## config.mk

```make
export PLATFORM = sky130hd
export DESIGN_NAME = positional_card_list_core
export DESIGN_NICKNAME = d
export VERILOG_FILES = /design/src/rtl/core/pcl_pkg.sv /design/src/rtl/core/positional_card_list_core.sv /design/src/rtl/core/pcl_cell.sv /design/src/rtl/core/pcl_group.sv
export SDC_FILE = /design/constraint.sdc
export NUM_CORES = 2
export LEC_CHECK = 0
export ABC_AREA = 1
export CAP_MARGIN = 40
export CORE_AREA = 2 2 404 406
export CTS_CLUSTER_SIZE = 12
export DETAILED_ROUTE_END_ITERATION = 8
export DIE_AREA = 0 0 406 408
export DONT_BUFFER_PORTS = 1
export HOLD_SLACK_MARGIN = 0.15
export PLACE_DENSITY = 0.59
export SYNTH_ARGS = -nofsm -noshare
export SYNTH_HDL_FRONTEND = slang
export SYNTH_HIERARCHICAL = 1
export SYNTH_SLANG_ARGS = --single-unit
```

## constraint.sdc

```tcl
create_clock -name clk -period 17.1 [get_ports clk]
set_input_delay 0 -clock clk [delete_from_list [all_inputs] [get_ports clk]]
set_output_delay 0 -clock clk [all_outputs]
set_load 0.005 [all_outputs]
```

## src/rtl/core/pcl_pkg.sv

```systemverilog
`timescale 1ns / 1ps
// ----------------------------------------------------------------------------
// pcl_pkg - positional card list shared definitions
// Sizes, opcodes, status codes and the control bundle that is passed down
// the cell row.
// ----------------------------------------------------------------------------
package pcl_pkg;

	localparam int CAPACITY = 64;
	// cells are reduced in groups of eight
	localparam int GRP      = 8;
	localparam int GRPW     = $clog2(GRP);
	localparam int NGRP     = (CAPACITY + GRP - 1) / GRP;
	localparam int NCELL    = NGRP * GRP;
	localparam int NGRPW    = (NGRP > 1) ? $clog2(NGRP) : 1;
	// index / position arithmetic width, never narrower than the position field
	localparam int IW       = ($clog2(NCELL + 1) > 7) ? $clog2(NCELL + 1) : 7;
	localparam int CNTW     = $clog2(CAPACITY + 1);
	localparam int CARDW    = 6;

	localparam int IN_W     = 16;
	localparam int OUT_W    = 24;

	localparam logic [1:0] OP_INSERT = 2'd0;
	localparam logic [1:0] OP_REMOVE = 2'd1;
	localparam logic [1:0] OP_READ   = 2'd2;
	localparam logic [1:0] OP_FIND   = 2'd3;

	localparam logic [1:0] ST_OK       = 2'd0;
	localparam logic [1:0] ST_EMPTY    = 2'd1;
	localparam logic [1:0] ST_FULL     = 2'd2;
	localparam logic [1:0] ST_NOTFOUND = 2'd3;

	typedef logic [CARDW-1:0] card_t;

	// broadcast to every cell
	typedef struct packed {
		logic          ins;    // shift down and write key at idx
		logic          rem;    // shift up from idx
		logic [IW-1:0] idx;    // target slot
		logic [IW-1:0] count;  // cards held before this operation
		card_t         key;    // card to insert or find
	} cell_ctrl_t;

	// per-group reduction result
	typedef struct packed {
		logic            hit;   // some cell of the group matches the key
		logic [GRPW-1:0] first; // first matching cell within the group
		card_t           card;  // card of the selected cell, zero if none
	} grp_res_t;

endpackage

```

## src/rtl/core/positional_card_list_core.sv

```systemverilog
`timescale 1ns / 1ps
// ----------------------------------------------------------------------------
// positional_card_list_core - ordered card list with positional access
// Insert, remove, read and find on a list of up to CAPACITY cards held in a
// row of shifting cells.
// ----------------------------------------------------------------------------
// Every input beat gives exactly one output beat. The accepting edge registers
// the beat in the input register. Then the whole cell row shifts and the
// per-group match/select reduction is registered along with it, and the group
// results are merged into the output register once it is empty or being read.
// Only one operation is in flight at a time. A new beat is not taken until the
// previous result has left stage 2; it is taken later while the output register
// is still full and m_tready is low. The input is also taken while a finished
// result still waits on the output. No clearing pass is needed after reset.
// ----------------------------------------------------------------------------
module positional_card_list_core (
	input  logic                      clk,
	input  logic                      arst_n,
	input  logic                      s_tvalid,
	output logic                      s_tready,
	// opcode[1:0], position[8:2], card_suit[10:9], card_value[14:11], zero[15]
	input  logic [pcl_pkg::IN_W-1:0]  s_tdata,
	output logic                      m_tvalid,
	input  logic                      m_tready,
	// out_suit[1:0], out_value[5:2], out_position[11:6], list_count[18:12],
	// status[20:19], zero[23:21]
	output logic [pcl_pkg::OUT_W-1:0] m_tdata
);
	import pcl_pkg::*;

	// stage registers
	logic             v_s1, v_s2;
	logic [1:0]       op_s1, op_s2;
	logic [6:0]       pos_s1;
	card_t            key_s1;
	logic [1:0]       st_s2;
	logic [CNTW-1:0]  count_q;
	logic             out_v_q;
	logic [OUT_W-1:0] out_q;

	logic            in_acc;
	logic            out_go;
	logic            neg;
	logic [IW-1:0]   p;
	logic [IW-1:0]   cnt;
	logic [IW-1:0]   idx;
	logic            is_full, is_empty;
	logic [1:0]      st_nxt;
	cell_ctrl_t      ctrl;

	card_t           card_w [NCELL];
	logic [NCELL-1:0] sel_w, match_w;
	grp_res_t        res_w [NGRP];

	assign in_acc   = s_tvalid && s_tready;
	assign s_tready = !v_s1 && !v_s2;
	assign out_go   = v_s2 && (!out_v_q || m_tready);

	// input beat register
	always_ff @(posedge clk or negedge arst_n) begin
		if (!arst_n) begin
			v_s1 <= 1'b0;
		end else begin
			v_s1 <= in_acc;
		end
	end

	always_ff @(posedge clk) begin
		if (in_acc) begin
			op_s1  <= s_tdata[1:0];
			pos_s1 <= s_tdata[8:2];
			key_s1 <= {s_tdata[10:9], s_tdata[14:11]};
		end
	end

	// target slot and status
	assign neg      = pos_s1[6];
	assign p        = IW'(pos_s1[5:0]);
	assign cnt      = IW'(count_q);
	assign is_full  = (cnt == IW'(CAPACITY));
	assign is_empty = (cnt == '0);

	always_comb begin
		idx    = '0;
		st_nxt = ST_OK;
		case (op_s1)
			OP_INSERT: begin
				if (is_full)
					st_nxt = ST_FULL;
				if (is_empty || (!neg && p == '0))
					idx = '0;
				else if (neg || p >= cnt)
					idx = cnt;
				else
					idx = p;
			end
			OP_REMOVE, OP_READ: begin
				if (is_empty)
					st_nxt = ST_EMPTY;
				if (op_s1 == OP_REMOVE && (cnt == IW'(1) || (!neg && p == '0)))
					idx = '0;
				else if (neg || p >= cnt - IW'(1))
					idx = cnt - IW'(1);
				else
					idx = p;
			end
			default: begin
				idx    = '0;
				st_nxt = ST_OK;
			end
		endcase
	end

	assign ctrl.ins   = v_s1 && op_s1 == OP_INSERT && !is_full;
	assign ctrl.rem   = v_s1 && op_s1 == OP_REMOVE && !is_empty;
	assign ctrl.idx   = idx;
	assign ctrl.count = cnt;
	assign ctrl.key   = key_s1;

	// card count
	always_ff @(posedge clk or negedge arst_n) begin
		if (!arst_n) begin
			count_q <= '0;
		end else if (ctrl.ins) begin
			count_q <= count_q + CNTW'(1);
		end else if (ctrl.rem) begin
			count_q <= count_q - CNTW'(1);
		end
	end

	// cell row
	for (genvar i = 0; i < NCELL; i++) begin : g_cell
		card_t above_w, below_w;
		if (i == 0) begin : g_top
			assign above_w = '0;
		end else begin : g_mid
			assign above_w = card_w[i-1];
		end
		if (i == NCELL - 1) begin : g_bot
			assign below_w = '0;
		end else begin : g_nbot
			assign below_w = card_w[i+1];
		end
		pcl_cell u_cell (
			.clk   (clk),
			.slot  (IW'(i)),
			.ctrl  (ctrl),
			.above (above_w),
			.below (below_w),
			.card  (card_w[i]),
			.sel   (sel_w[i]),
			.match (match_w[i])
		);
	end

	// group reductions, registered at the end of stage 1
	for (genvar g = 0; g < NGRP; g++) begin : g_grp
		card_t gcard [GRP];
		for (genvar j = 0; j < GRP; j++) begin : g_tap
			assign gcard[j] = card_w[g*GRP + j];
		end
		pcl_group u_grp (
			.clk   (clk),
			.en    (v_s1),
			.match (match_w[g*GRP +: GRP]),
			.sel   (sel_w[g*GRP +: GRP]),
			.card  (gcard),
			.res   (res_w[g])
		);
	end

	// stage 2 control
	always_ff @(posedge clk or negedge arst_n) begin
		if (!arst_n) begin
			v_s2 <= 1'b0;
		end else if (v_s1) begin
			v_s2 <= 1'b1;
		end else if (out_go) begin
			v_s2 <= 1'b0;
		end
	end

	always_ff @(posedge clk) begin
		if (v_s1) begin
			op_s2 <= op_s1;
			st_s2 <= st_nxt;
		end
	end

	// merge groups into the result beat
	logic            f_hit;
	logic [IW-1:0]   f_pos;
	card_t           r_card;
	logic [1:0]      r_st;
	card_t           o_card;
	logic [IW-1:0]   o_pos;

	always_comb begin
		f_hit  = 1'b0;
		f_pos  = '0;
		r_card = '0;
		for (int g = NGRP - 1; g >= 0; g--) begin
			if (res_w[g].hit) begin
				f_hit = 1'b1;
				f_pos = IW'({NGRPW'(g), res_w[g].first});
			end
		end
		for (int g = 0; g < NGRP; g++)
			r_card = r_card | res_w[g].card;
	end

	always_comb begin
		o_card = '0;
		o_pos  = '0;
		r_st   = st_s2;
		case (op_s2)
			OP_REMOVE, OP_READ: begin
				if (st_s2 == ST_OK)
					o_card = r_card;
			end
			OP_FIND: begin
				if (f_hit)
					o_pos = f_pos;
				else
					r_st = ST_NOTFOUND;
			end
			default: begin
				o_card = '0;
			end
		endcase
	end

	// output register
	always_ff @(posedge clk or negedge arst_n) begin
		if (!arst_n) begin
			out_v_q <= 1'b0;
		end else if (out_go) begin
			out_v_q <= 1'b1;
		end else if (m_tready) begin
			out_v_q <= 1'b0;
		end
	end

	always_ff @(posedge clk) begin
		if (out_go)
			out_q <= {3'b000, r_st, cnt[6:0],
				o_pos[5:0], o_card[3:0], o_card[5:4]};
	end

	assign m_tvalid = out_v_q;
	assign m_tdata  = out_q;

	// checks
	a_cnt_max: assert property (@(posedge clk) disable iff (!arst_n)
		cnt <= IW'(CAPACITY))
		else $error("card count above capacity");

	a_one_inflight: assert property (@(posedge clk) disable iff (!arst_n)
		$onehot0({v_s1, v_s2}))
		else $error("more than one operation in flight");

	a_acc_to_s2: assert property (@(posedge clk) disable iff (!arst_n)
		in_acc |=> ##1 v_s2)
		else $error("accepted beat did not reach stage 2");

	a_full_count: assert property (@(posedge clk) disable iff (!arst_n)
		(out_go && r_st == ST_FULL) |-> is_full)
		else $error("full status with room left");

endmodule

```

## src/rtl/core/pcl_cell.sv

```systemverilog
`timescale 1ns / 1ps
// ----------------------------------------------------------------------------
// pcl_cell - one slot of the card row
// Holds one card, takes a neighbour's card on insert/remove shifts and
// flags whether it is the addressed slot or a match for the key.
// ----------------------------------------------------------------------------
module pcl_cell (
	input  logic              clk,
	input  logic [pcl_pkg::IW-1:0] slot,    // this cell's position
	input  pcl_pkg::cell_ctrl_t    ctrl,
	input  pcl_pkg::card_t         above,   // card of the cell one nearer the top
	input  pcl_pkg::card_t         below,   // card of the cell one nearer the bottom
	output pcl_pkg::card_t         card,
	output logic                   sel,
	output logic                   match
);
	import pcl_pkg::*;

	card_t card_q;
	logic  at_idx;
	logic  past_idx;

	assign at_idx   = (slot == ctrl.idx);
	assign past_idx = (slot > ctrl.idx);
	assign card     = card_q;
	assign sel      = at_idx;
	assign match    = (slot < ctrl.count) && (card_q == ctrl.key);

	// slot update; contents past the count are don't care
	always_ff @(posedge clk) begin
		if (ctrl.ins) begin
			if (at_idx)
				card_q <= ctrl.key;
			else if (past_idx)
				card_q <= above;
		end else if (ctrl.rem) begin
			if (at_idx || past_idx)
				card_q <= below;
		end
	end

endmodule

```

## src/rtl/core/pcl_group.sv

```systemverilog
`timescale 1ns / 1ps
// ----------------------------------------------------------------------------
// pcl_group - registered reduction over eight cells
// Finds the first matching cell and picks out the addressed card.
// ----------------------------------------------------------------------------
module pcl_group (
	input  logic                          clk,
	input  logic                          en,
	input  logic [pcl_pkg::GRP-1:0]       match,
	input  logic [pcl_pkg::GRP-1:0]       sel,
	input  pcl_pkg::card_t                card [pcl_pkg::GRP],
	output pcl_pkg::grp_res_t             res
);
	import pcl_pkg::*;

	grp_res_t res_s2;
	grp_res_t nxt;

	// priority from the top slot, OR of selected cards
	always_comb begin
		nxt = '0;
		for (int i = GRP - 1; i >= 0; i--) begin
			if (match[i]) begin
				nxt.hit   = 1'b1;
				nxt.first = GRPW'(i);
			end
		end
		for (int i = 0; i < GRP; i++) begin
			if (sel[i])
				nxt.card = nxt.card | card[i];
		end
	end

	always_ff @(posedge clk) begin
		if (en)
			res_s2 <= nxt;
	end

	assign res = res_s2;

endmodule
```

# After elaboration in Yosys (flattened, before gate mapping)
# Index checks and enable logic that the tools add are counted.
# W data, S select, Z words.
[totals]
regBits = 514
elab_cells = 1301
[classes]
n_addsub = 2
n_lt_le_gt_ge = 130
n_eq_ne = 198
muxes = 472
bitwise = 65
n_reduce_logical = 315
[ops]
columns = ["operator", "n"]
rows = [
  ["$mux W6", 388],
  ["$eq A6 B6 Y1", 64],
  ["$or A6 B6 Y6", 63],
  ["$eq A6 B7 Y1 const A", 32],
  ["$gt A6 B7 Y1 const A", 32],
  ["$lt A6 B7 Y1 const A", 32],
  ["$ne A3 B1 Y1 const B", 64],
  ["$reduce_and A3 Y1", 64],
  ["$reduce_bool A2 Y1", 67],
  ["$eq A5 B7 Y1 const A", 16],
  ["$gt A5 B7 Y1 const A", 16],
  ["$lt A5 B7 Y1 const A", 16],
  ["$mux W3", 25],
  ["$logic_and A1 B1 Y1", 73],
  ["$logic_or A1 B1 Y1", 69],
  ["$eq A4 B7 Y1 const A", 8],
  ["$gt A4 B7 Y1 const A", 8],
  ["$lt A4 B7 Y1 const A", 8],
  ["$reduce_or A7 Y1", 8],
  ["$mux W7", 6],
  ["$mux W2", 19],
  ["$mux W4", 9],
  ["$reduce_or A4 Y1", 9],
  ["$eq A3 B7 Y1 const A", 4],
  ["27 further kinds", 82],
]

# Longest topological paths before layout
[logic_depth]
word_depth = 22
ltp_mapped = 25
depth_no_buf = 25

# Cells and area by module
# Netlist, hierarchy kept.
[modules_own_cells]
columns = ["mod", "instances", "cells_each", "area_per_inst_um2"]
rows = [
  ["pcl_cell", 64, 128, 870.8],
  ["pcl_group", 8, 90, 681.9],
  ["positional_card_list_core", 1, 338, 3006.6],
]

# Least setup slack after synthesis
# No wires, ideal clock.
[synth_timing]
kind = "reg-to-reg"
startpoint = "reg v_s1"
endpoint = "reg g_cell[0].u_cell.card_q[0], enable pin"
arrival_ns = 7.789
setup_slack_ns = 8.962
path_stages_with_launch = 6
period_less_slack_ns = 8.138
path_cell_list = "dfrtp_1 inv_1 nor3_4 buf_2 nor2_1 nor2_1"
[synth_lines]
columns = ["item", "line", "source"]
rows = [
  ["from (decl)", "positional_card_list_core.sv:32", "logic v_s1, v_s2;"],
  ["from (signal assigned)", "positional_card_list_core.sv:64", "v_s1 <= in_acc;"],
  ["to (signal assigned)", "pcl_cell.sv:33", "card_q <= ctrl.key;"],
  ["to (signal assigned)", "pcl_cell.sv:35", "card_q <= above;"],
  ["to (signal assigned)", "pcl_cell.sv:38", "card_q <= below;"],
  ["to (decl)", "pcl_cell.sv:19", "card_t card_q;"],
]

==> out/qor.yml <==
initial_utilization: 0.397
wl_um: 185000
avgSynthCellArea_um2: 6.94
fin_nets: 11054
core_um2: 162000
syn2layout_area_growth_pct: 13.9
post-cts-setup-buffers: 0
path_max_fanout: 44
placed_area_um2: 70500
grt-ovfl-total: 0
ys_async_sr_fraction: 0.0195
power_mw: 8.50
grt_use_total: 0.223
die_h_um: 408
clk_latency_ps: 680
cp.arrival_ps: 6960
dpl.hpwl_um: 130000
route.detailed.drc: 0
fp.dieW_um: 406
p_leak_nw: 40.5
dr_total_vias: 58336
timing.rr.start: "cnt[0]$_DFFE_PN0P_"
yosysTopAreaCell: "edfxtp_1"
gp_congestion: 0.903
post-route-util: 0.452
critPathLaunch: "cnt[0]$_DFFE_PN0P_"
max-vdd-ir-drop_mv: 0.152
yosys-top-cells-area: "edfxtp_1 24%, ha_1 17%, inv_1 13%"
numCtsBuffers: 68
drt_iter0_drc: 4148
status: "completed"
end_kind: "register"
worstPathRequired_ps: 17390
final.min_clock_period_ps: 6660
clock-sinks: 514
yosysWarnings: 6
final_hold_viol_count: 0
grt_max_degree: 199
final_cell_area_um2: 73100
numPortBuffers: 0
hp-start: "m_tready"
ant_nets: 0
n_fill_cell: 16663
grt_pass1_vias: 54490
finalMaxSlewViolations: 0
io_pins: 46
ys_ff_latch: 514
drv_cap: 0
rsz0062_at_grt: "false"
ys.flop_type: "edfxtp_1"
worst-setup-path-type: "register to register"
grt_pass1_wl_um: 295000
avgViaCountPerCell: 4.70
clk_root_buffer_cell: "clkbuf_16"
tightestPinTransition_ps: 991
synth-seq-area-share: 0.240
clock_skew_ps: 29.9
worst_hold_slack_ps: 231
maxSlewHeadroom: 0.339
first_pass_iters: 6
synth_area_um2: 64200
antenna_found_initial: 1
powerDensity_nw_per_um2: 116
h-tree-depth: 3
cts_tree: "done"
timing.final.crit_share: 0.390
synth_top_area_frac: 0.236
tns_ps: 0
regArea_um2: 15400
synth_edf_count: 504
min_path_type: "input pin to register"
cts_buffer_depth: 3
crit_path_start_kind: "register"
syn_inst: 9250
ys_types: 45
setup_viol: 0
final_layout_size_suffix_gt1_frac: 0.0767
wl_per_cell_um: 14.9
multi_input_area_um2: 42900
path_clk_slew_ps: 60
row_count: 148
max_freq_ghz: 0.150
die_area_um2: 166000
layer usage:
metal,vias up,global-route usage,share of wire
met2,1447,0.366,0.45
li1,29904,-,-
met4,2,0.0636,0.026
met1,26753,0.308,0.47
met5,-,0,0.000070
met3,230,0.0239,0.057
kinds of logic after synthesis:
family | share of synthesized area
AOI/OAI and AO/OA | 0.0676
xor gates and xnor gates | 0.0356
adders and majority gates | 0.165
buffers and inverters | 0.143
DFF | 0.240
other | 0.000117
and+or+nand+nor | 0.348
cell usage after synthesis, types with 78 or more instances:
master / count
inv_1: 2275
nand2_1: 1920
nor2_1: 953
ha_1: 848
nand3_1: 677
edfxtp_1: 504
o21ai_1: 395
nand3b_1: 272
xor2_1: 260
nand2_2: 257
a21oi_1: 216
nor2_8: 128
inv_2: 78
state kept, by name, summed over array words and instances (netlist names):
register / count
m_tdata: 21
g_cell.u_cell/card: 384
pos_s1: 7
m_tvalid: 1
g_grp.u_grp/res: 80
key_s1: 6
st_s2: 2
v_s1: 1
op_s1: 2
op_s2: 2
cnt: 7
v_s2: 1
layout by cell type, fill, tap and decap left out, drive strengths merged:
master	n
nor2	1087
o21ai	407
nand2	2243
clkinv	27
o211ai	5
bufinv	8
clkdlybuf4s15	4
conb	847
a311oi	1
nand3	742
inv	2355
buf	53
a221oi	2
a21oi	217
a32o	2
ha	848
a22o	64
or2	8
a31oi	10
nor3b	1
xor2	260
nand4	44
a22oi	1
nor4	12
o22ai	1
edfxtp	504
diode	1
o221ai	1
dfrtp	10
nand3b	272
a21o	64
clkinvlp	5
xnor2	1
nor3	16
dlygate4sd3	35
clkbuf	80
path summary, 6_finish.rpt:
check / slack [ps] / depth (start not counted) / to
setup / recovery: 10440 / 24 / g_cell[23].u_cell/card[3]$_DFFE_PP_
hold / removal: 230 / 3 / m_tdata[13]$_DFFE_PP_
setup reg to reg: 10440 / 24 / g_cell[23].u_cell/card[3]$_DFFE_PP_
hold reg to reg: 510 / 0 / op_s2[1]$_DFFE_PP_
max in group asynchronous: 16390 / 2 / cnt[5]$_DFFE_PN0P_
min in group asynchronous: 320 / 2 / cnt[2]$_DFFE_PN0P_
where the power goes:
part / switching (mW) / total [mW] / internal [mW]
clock network: 0.620 / 1.51 / 0.886
registers: 0.312 / 1.92 / 1.61
logic: 3.34 / 5.07 / 1.73
stage by stage:
stage / setup slack, ps / cells
2_1_floorplan: 8960 / 10095
3_3_place_gp: 9990 / 12244
3_5_place_dp: 10490 / 12256
4_1_cts: 10430 / 12412
5_1_grt: 9940 / 12412
6_report: 10440 / 12413
worst max-delay path: stages (launching register included):
cell and delay (ps):
dfrtp_4 1020, inv_1 350, ha_1 350, xnor2_1 340, ha_1 330, nand2_1 100, nor2_1 50, nor3_1 230
nand2_1 120, nand3_1 90, nand2_1 80, nand2_4 110, nand2_4 80, nand2_1 60, nand3_1 120, a21oi_4 690
buf_4 660, inv_1 100, ha_1 330, nand2_2 100, nor2_8 190, nand2_4 110, nand3_2 80, nor2_1 40
nor2_1 470
final cells by class:
cell class / count / area share
Timing Repair Buffer: 92 / 0.0136
Tap cell: 2175 / 0.0372
Antenna cell: 1 / 0.0000342
Clock inverter: 41 / 0.00594
Inverter: 2354 / 0.121
Sequential cell: 514 / 0.211
Multi-Input combinational cell: 7156 / 0.586
Clock buffer: 80 / 0.0250
what timing repair did:
item                                    in CTS  in global routing
endpoints found under the hold margin       64                  0
endpoints found under the setup margin       0                  0
gates resized for setup                      0                  0
hold buffers                                35                  0
Note: power is estimated with default switching activity, not from simulation.
